[src/fnms_pkg.sv]
// ----------------------------------------------------------------------------
// fnms_pkg
// shared types, codes and default sizes for the face neighbour majority source
// ----------------------------------------------------------------------------
package fnms_pkg;

    localparam int DEF_MAX_VOXELS = 1048576;
    localparam int DEF_MAX_EXTENT = 1024;

    localparam int POS_W  = 10;
    localparam int SIZE_W = 11;
    localparam int ID_W   = 25;
    localparam int IDX_W  = 20;
    localparam int CNT_W  = 21;
    localparam int NB_NUM = 6;
    localparam int NB_W   = 3;
    localparam int HIT_W  = 3;

    localparam logic [1:0] FN_LOAD  = 2'd0;
    localparam logic [1:0] FN_EVAL  = 2'd1;
    localparam logic [1:0] FN_CLEAR = 2'd2;

    localparam logic [1:0] CFG_SIZE_X = 2'd0;
    localparam logic [1:0] CFG_SIZE_Y = 2'd1;
    localparam logic [1:0] CFG_SIZE_Z = 2'd2;

    localparam logic [NB_W-1:0] NB_ZM = 3'd0;
    localparam logic [NB_W-1:0] NB_YM = 3'd1;
    localparam logic [NB_W-1:0] NB_XM = 3'd2;
    localparam logic [NB_W-1:0] NB_XP = 3'd3;
    localparam logic [NB_W-1:0] NB_YP = 3'd4;
    localparam logic [NB_W-1:0] NB_ZP = 3'd5;

    typedef enum logic [1:0] {
        ST_DONE       = 2'd0,
        ST_RESOLVED   = 2'd1,
        ST_UNRESOLVED = 2'd2,
        ST_RANGE      = 2'd3
    } status_t;

    typedef struct packed {
        logic            capture;
        logic            mul1;
        logic            mul2;
        logic            mul3;
        logic            mem_wr;
        logic            rd_centre;
        logic            rd_nb;
        logic [NB_W-1:0] nb_sel;
        logic            tally;
        logic [NB_W-1:0] tally_sel;
        logic            res_load;
        status_t         res_status;
        logic            res_clear;
    } cmd_t;

    typedef struct packed {
        logic ok;
        logic centre_vacated;
        logic found;
    } dp_stat_t;

endpackage

[src/fnms_ctrl.sv]
// ----------------------------------------------------------------------------
// fnms_ctrl
// sequencer for load, evaluate and clear items and the result handshake
// ----------------------------------------------------------------------------
module fnms_ctrl
(
    input  logic               clk,
    input  logic               rst_n,
    input  logic               in_valid,
    output logic               in_ready,
    input  logic [1:0]         func,
    output logic               out_valid,
    input  logic               out_ready,
    output fnms_pkg::cmd_t     cmd,
    input  fnms_pkg::dp_stat_t stat
);

    typedef enum logic [3:0] {
        S_IDLE,
        S_MUL1,
        S_MUL2,
        S_MUL3,
        S_WR,
        S_RDC,
        S_CHK,
        S_NB,
        S_NBL,
        S_FIN,
        S_RES
    } state_t;

    state_t                      state_reg, state_next;
    logic [fnms_pkg::NB_W-1:0]   k_reg, k_next;
    fnms_pkg::status_t           pend_status_reg, pend_status_next;
    logic                        pend_clear_reg, pend_clear_next;
    logic                        out_valid_reg, out_valid_next;
    logic                        func_is_load_reg, func_is_load_next;
    logic                        accept;

    assign in_ready  = (state_reg == S_IDLE);
    assign out_valid = out_valid_reg;
    assign accept    = in_valid && in_ready;

    always_comb
    begin
        state_next       = state_reg;
        k_next           = k_reg;
        pend_status_next = pend_status_reg;
        pend_clear_next  = pend_clear_reg;
        cmd              = '0;
        cmd.res_status   = pend_status_reg;
        cmd.res_clear    = pend_clear_reg;
        cmd.nb_sel       = k_reg;
        cmd.tally_sel    = k_reg - fnms_pkg::NB_W'(1);

        case (state_reg)
            S_IDLE:
            begin
                if (accept)
                begin
                    cmd.capture      = 1'b1;
                    pend_status_next = fnms_pkg::ST_DONE;
                    pend_clear_next  = (func == fnms_pkg::FN_CLEAR);
                    if (func == fnms_pkg::FN_LOAD || func == fnms_pkg::FN_EVAL)
                    begin
                        state_next = S_MUL1;
                    end
                    else
                    begin
                        state_next = S_RES;
                    end
                end
            end
            S_MUL1:
            begin
                cmd.mul1   = 1'b1;
                state_next = S_MUL2;
            end
            S_MUL2:
            begin
                cmd.mul2   = 1'b1;
                state_next = S_MUL3;
            end
            S_MUL3:
            begin
                cmd.mul3 = 1'b1;
                if (!stat.ok)
                begin
                    pend_status_next = fnms_pkg::ST_RANGE;
                    state_next       = S_RES;
                end
                else if (pend_clear_reg == 1'b0 && func_is_load_reg)
                begin
                    state_next = S_WR;
                end
                else
                begin
                    state_next = S_RDC;
                end
            end
            S_WR:
            begin
                cmd.mem_wr = 1'b1;
                state_next = S_RES;
            end
            S_RDC:
            begin
                cmd.rd_centre = 1'b1;
                state_next    = S_CHK;
            end
            S_CHK:
            begin
                if (!stat.centre_vacated)
                begin
                    state_next = S_RES;
                end
                else
                begin
                    cmd.rd_nb  = 1'b1;
                    cmd.nb_sel = fnms_pkg::NB_ZM;
                    k_next     = fnms_pkg::NB_YM;
                    state_next = S_NB;
                end
            end
            S_NB:
            begin
                cmd.rd_nb = 1'b1;
                cmd.tally = 1'b1;
                k_next    = k_reg + fnms_pkg::NB_W'(1);
                if (k_reg == fnms_pkg::NB_ZP)
                begin
                    state_next = S_NBL;
                end
            end
            S_NBL:
            begin
                cmd.tally     = 1'b1;
                cmd.tally_sel = fnms_pkg::NB_ZP;
                state_next    = S_FIN;
            end
            S_FIN:
            begin
                pend_status_next = stat.found ? fnms_pkg::ST_RESOLVED
                                              : fnms_pkg::ST_UNRESOLVED;
                state_next       = S_RES;
            end
            S_RES:
            begin
                if (!out_valid_reg || out_ready)
                begin
                    cmd.res_load = 1'b1;
                    state_next   = S_IDLE;
                end
            end
            default:
            begin
                state_next = S_IDLE;
            end
        endcase
    end

    assign func_is_load_next = (state_reg == S_IDLE && accept) ? (func == fnms_pkg::FN_LOAD)
                                                               : func_is_load_reg;

    always_comb
    begin
        if (cmd.res_load)
        begin
            out_valid_next = 1'b1;
        end
        else if (out_ready)
        begin
            out_valid_next = 1'b0;
        end
        else
        begin
            out_valid_next = out_valid_reg;
        end
    end

    always_ff @(posedge clk or negedge rst_n)
    begin
        if (!rst_n)
        begin
            state_reg        <= S_IDLE;
            k_reg            <= '0;
            pend_status_reg  <= fnms_pkg::ST_DONE;
            pend_clear_reg   <= 1'b0;
            out_valid_reg    <= 1'b0;
            func_is_load_reg <= 1'b0;
        end
        else
        begin
            state_reg        <= state_next;
            k_reg            <= k_next;
            pend_status_reg  <= pend_status_next;
            pend_clear_reg   <= pend_clear_next;
            out_valid_reg    <= out_valid_next;
            func_is_load_reg <= func_is_load_next;
        end
    end

endmodule

[config.mk]
export PLATFORM = sky130hd
export DESIGN_NAME = fnms_ctrl
export DESIGN_NICKNAME = d
export VERILOG_FILES = /design/src/fnms_pkg.sv /design/src/fnms_ctrl.sv
export SDC_FILE = /design/constraint.sdc
export NUM_CORES = 1
export LEC_CHECK = 0
export BUFFER_PORTS_ARGS = -buffer_cell sky130_fd_sc_hd__buf_4
export CAP_MARGIN = 20
export CORE_MARGIN = 3
export CORE_UTILIZATION = 35
export CTS_CLUSTER_DIAMETER = 200
export DETAILED_ROUTE_END_ITERATION = 6
export HOLD_SLACK_MARGIN = 0.06
export SYNTH_ARGS = -nofsm -noshare
export SYNTH_HDL_FRONTEND = slang
export SYNTH_SLANG_ARGS = --single-unit
[constraint.sdc]
create_clock -name clk -period 1.9 [get_ports clk]
set_clock_uncertainty 0.1 [all_clocks]
set_input_delay 0.38 -clock clk [delete_from_list [all_inputs] [get_ports clk]]
set_output_delay 0.38 -clock clk [all_outputs]
set_load 0.01 [all_outputs]
Word-level counts from Yosys, hierarchy flattened:

Index checks and enable logic that the tools add are counted.

* register bits: 12
* output and inout port bits: 20
* word-level logic and storage cells: 74

* add/subtract/negate cells: 2
* equal/unequal tests: 18
* mux-type cells: 30
* bitwise operators: 1
* reductions and logical operators: 17

Operator list (count)
* 4-bit one-hot mux with 10 select lines: 1
* 4-bit 2-to-1 mux: 7
* 4-bit by 3-bit == test with 1-bit output, second input constant: 4
* 1-bit 2-to-1 mux: 13
* 4-bit == test, second input constant: 3
* 3-bit 2-to-1 mux: 3
* 4-bit by 2-bit == test with 1-bit output, second input constant: 2
* 2-bit inequality test, second input constant: 4
* 2-bit 2-to-1 mux: 3
* 2-bit one-hot mux with 3 select lines: 1
* 3-bit one-hot mux with 2 select lines: 1
* 3-bit AND reduction: 2
* 4-bit by 1-bit == test with 1-bit output, second input constant: 1
* 4-bit logical NOT: 1
* 2-bit AND reduction: 2
* 2-bit nonzero test: 2
* 2-bit OR reduction: 2
* 3-bit by 1-bit adder with 3-bit output, second input constant: 1
* 3-bit == test, second input constant: 1
* 1-bit logical AND: 3
* 3-bit nonzero test: 1
* 3-bit by 1-bit subtractor with 3-bit output, second input constant: 1
* 2-bit by 1-bit == test with 1-bit output, second input constant: 1
* 2-bit == test, second input constant: 1
* other kinds (6): 7

Depth between registers and ports, before layout:

* depth in word-level cells: 5
* mapped depth: 7
* depth with buffers taken out: 6

Worst setup path before layout:

No wires, ideal clock.

* path type: register to output
* from: register state_reg[0]
* to: output cmd[17] (netlist bit)
* data arrival time: 1.154 ns
* path slack: 0.266 ns
* stages on the path, launching flop included: 7
* cells stage by stage: dfrtp_1 > clkbuf_1 > nor2_1 > nand2_1 > inv_1 > nand2_1 > inv_1

RTL lines
* from (decl): RTL line fnms_ctrl.sv:32 `state_t state_reg, state_next;`
* from (signal assigned): RTL line fnms_ctrl.sv:194 `state_reg <= state_next;`
* to (decl): RTL line fnms_ctrl.sv:14 `output fnms_pkg::cmd_t cmd,`

==> results_tabular.tex <==
\begin{tabular}{lr}
\hline
Metric & Value \\
\hline
\multicolumn{2}{l}{\textbf{Outcome}} \\
Run status & completed \\
\multicolumn{2}{l}{\textbf{Route}} \\
DR DRC count & 0 \\
Final wirelength & 2670 um \\
Avg WL per Cell & 14.9 um \\
Iteration count of the initial detailed-routing pass & 4 \\
Vias after detailed routing & 964 \\
Avg Vias per Cell & 5.39 \\
Drt initial violations & 33 \\
DRT antenna net count & 0 \\
\multicolumn{2}{l}{\textbf{Yosys}} \\
Synthesized area & 883 um2 \\
Netlist cell types & 37 \\
Dominant register cell in the synthesized netlist & sky130\_fd\_sc\_hd\_\_dfrtp\_1 \\
Fraction of synthesis flops using an asynchronous set or reset pin & 1.00 \\
Number of cells produced by synthesis & 111 \\
Top post-synthesis cells by count & 17 x sky130\_fd\_sc\_hd\_\_nand2\_1, 12 x sky130\_fd\_sc\_hd\_\_dfrtp\_1, 9 x sky130\_fd\_sc\_hd\_\_nor2\_1 \\
Proportion of netlist area held by the largest area contributor & 0.340 \\
Sequential element share of the synthesized area & 0.340 \\
Post-synth net total & 123 \\
Average cell area after synthesis & 7.96 um2 \\
Ys Warns & 0 \\
Count leader, synth & sky130\_fd\_sc\_hd\_\_nand2\_1 \\
Top cells by area, synth & sky130\_fd\_sc\_hd\_\_dfrtp\_1 34\%, sky130\_fd\_sc\_hd\_\_nand2\_1 7.2\%, sky130\_fd\_sc\_hd\_\_nand2b\_1 5.0\%, sky130\_fd\_sc\_hd\_\_a21oi\_1 4.5\%, sky130\_fd\_sc\_hd\_\_ha\_1 4.2\% \\
Most area-hungry cell type in the Yosys netlist & sky130\_fd\_sc\_hd\_\_dfrtp\_1 \\
Number of flops mapped to enable cells by yosys & 0 \\
Number of synthesized register bits & 12 \\
\multicolumn{2}{l}{\textbf{Place}} \\
Input/output buffers & 28 \\
Detailed Place HPWL & 1870 um \\
Routability congestion estimate from global placement & 0.889 \\
Cell Area, Placed & 1130 um2 \\
Placed Cells incl. Taps & 166 \\
\multicolumn{2}{l}{\textbf{Global routing}} \\
GRT Util Overall & 0.157 \\
Wire length of the first global-routing pass & 3930 um \\
Total congestion overflow & 0 \\
Maximum number of pins on one net before global-route repair & 13 \\
Number of antenna violations at the first check in global routing & 0 \\
Via count of the first global-routing pass & 894 \\
\multicolumn{2}{l}{\textbf{STA}} \\
Hold WS & 0.200 ns \\
Normalized max-slew margin & 0.804 \\
Worst-margin pin slew & 0.292 ns \\
Unrepaired setup endpoints after global routing & yes \\
Final Cycle Share & 0.997 \\
Final min period & 1.89 ns \\
Fmax achieved & 0.528 GHz \\
Setup tns final & 0 ns \\
Fin. Hold Viols & 0 \\
Final Slew Violations & 0 \\
Number of setup violations in the final report & 0 \\
\multicolumn{2}{l}{\textbf{Cells and area}} \\
Signed area change from the synthesized netlist to the final layout & 48.9\% \\
\# diodes & 0 \\
Multi-input logic area & 578 um2 \\
Summed area of non-filler cells in the final layout & 1320 um2 \\
Fraction of final layout cells sized beyond drive strength 1 & 0.444 \\
Count of filler cells inserted in the layout & 212 \\
Number of flip-flops under the largest register name & 4 \\
Layout Nets & 164 \\
Sequential cell area & 305 um2 \\
Count of placed standard cells in the final layout, fillers left out & 179 \\
Final core utilization & 0.572 \\
\multicolumn{2}{l}{\textbf{Critical path}} \\
Worst Path Class, Setup & reg -> out \\
Crit-path max FO & 6 \\
Family with the most delay on the worst path & simple AND/OR/NAND/NOR gates \\
Worst R2R Setup Slack & 0.18 ns \\
Depth of the worst register-to-register path & 6 \\
Largest stage delay, worst path & 0.48 ns \\
Critical path capture point type & output pin \\
Required time of the critical path & 1.42 ns \\
Reg-to-reg endpoint & state\_reg[3]\$\_DFFE\_PN0P\_ \\
CP max stage cell & sky130\_fd\_sc\_hd\_\_dfrtp\_2 \\
Buffers \& Inverters on Critical Path & 1 \\
CP Cell Sequence & nor2b\_4 -> nand3\_2 -> and2\_1 -> buf\_4 \\
Worst R2R Start & state\_reg[1]\$\_DFFE\_PN0P\_ \\
Category of the worst setup path launch point & register \\
Arr. time, crit path & 1.41 ns \\
\multicolumn{2}{l}{\textbf{Clock tree}} \\
Number of clock sinks & 12 \\
TritonCTS clock tree & built \\
CTS max path bufs & 2 \\
Number of buffers created by CTS & 3 \\
Root buffer cell & sky130\_fd\_sc\_hd\_\_clkbuf\_4 \\
Clock Pin Slew Worst Setup and Hold Paths & 0.08 ns \\
Latest clock arrival within the worst-skew pair & 0.28 ns \\
Number of H-tree levels & 1 \\
\multicolumn{2}{l}{\textbf{Die}} \\
I/O Pins & 29 \\
Std-Cell Core Area & 2300 um2 \\
Die Span X & 56.2 um \\
Starting Density & 0.385 \\
Die area & 3160 um2 \\
Die boundary height & 56.2 um \\
Number of placement rows & 17 \\
\multicolumn{2}{l}{\textbf{Power and ir drop}} \\
Total power per unit cell area & 1740 nW/um2 \\
Maximum vdd ir drop & 0.968 mV \\
Pleak & 0.000634 uW \\
\multicolumn{2}{l}{\textbf{Worst hold path}} \\
Number of cells on the worst hold path & 2 \\
Start point of the worst hold path & func[0] \\
Path category of the worst min-delay check & in -> reg \\
Worst hold endpoint & func\_is\_load\_reg\$\_DFFE\_PN0P\_ \\
\multicolumn{2}{l}{\textbf{Flow run}} \\
Number of maximum-capacitance constraint violations & 0 \\
\hline
\end{tabular}
## layout by cell type, fill, tap and decap left out, types with 2 or more instances in the layout
cell type	n
sky130_fd_sc_hd__nand2_1	16
sky130_fd_sc_hd__buf_6	2
sky130_fd_sc_hd__a21oi_1	8
sky130_fd_sc_hd__clkbuf_4	3
sky130_fd_sc_hd__nor3_2	3
sky130_fd_sc_hd__nand2b_1	7
sky130_fd_sc_hd__o21ai_1	4
sky130_fd_sc_hd__inv_1	5
sky130_fd_sc_hd__nor2b_1	2
sky130_fd_sc_hd__dfrtp_2	4
sky130_fd_sc_hd__dfrtp_1	8
sky130_fd_sc_hd__nor2_1	8
sky130_fd_sc_hd__o21ai_0	5
sky130_fd_sc_hd__ha_1	2
sky130_fd_sc_hd__buf_4	40
sky130_fd_sc_hd__nand4b_1	2
## worst max path at each step
stage | startpoint | to | slack, ns | cells past startpoint
after global placement | state_reg[1]$_DFFE_PN0P_ | cmd[9] | 0.24 | 4
after detailed placement | state_reg[1]$_DFFE_PN0P_ | cmd[10] | 0.19 | 4
after floorplan | state_reg[0]$_DFFE_PN0P_ | cmd[17] | 0.27 | 6
after CTS | state_reg[3]$_DFFE_PN0P_ | cmd[17] | 0.002 | 6
after global routing | state_reg[0]$_DFFE_PN0P_ | cmd[14] | -0.07 | 5
final | state_reg[3]$_DFFE_PN0P_ | cmd[10] | 0.006 | 4
## what timing repair did
item	4_1_cts	5_1_grt
setup buffers	2	6
hold buffers	1	0
resized for setup	4	17
endpoints found under the setup margin	9	9
hold endpoints to repair	12	0
pin swaps	0	1
## power by group
group / internal (uW) / switching, uW
clock: 117 / 90.9
combinational: 791 / 776
sequential: 375 / 141
## routing by layer
metal / up-vias / GRT usage / routed length, um
met3: 5 / 0.0418 / 171
met1: 456 / 0.187 / 1140
met4: 0 / 0.0508 / 44
met5: - / 0 / 0
met2: 38 / 0.272 / 1310
li1: 465 / - / -
## kinds of logic (layout without fill, tap and decap cells)
| group | after synthesis | count (layout) | share of synthesized area |
|---|---|---|---|
| multiplexers | 1 | 1 | 0.0127 |
| flip-flops | 12 | 12 | 0.340 |
| AO/OA/AOI/OAI | 31 | 31 | 0.232 |
| adder cells (fa/ha/maj) | 3 | 3 | 0.0425 |
| AND/OR/NAND/NOR | 49 | 49 | 0.279 |
| buffers and inverters | 14 | 54 | 0.0836 |
| XOR/XNOR | 1 | 1 | 0.00992 |
## per-stage QoR
step / total power [uW] / worst slack, ns
2_1_floorplan: 1310 / 0.266
3_3_place_gp: 1790 / 0.245
3_5_place_dp: 1800 / 0.193
4_1_cts: 2060 / 0.00189
5_1_grt: 2460 / -0.0651
6_report: 2290 / 0.00577
## cell type report
class,instances,share of cell area
Timing Repair Buffer,44,0.257
Inverter,6,0.0171
Multi-Input combinational cell,85,0.440
Sequential cell,12,0.232
Clock buffer,4,0.0276
Tap cell,28,0.0266
(Power assumes the default switching activity.)
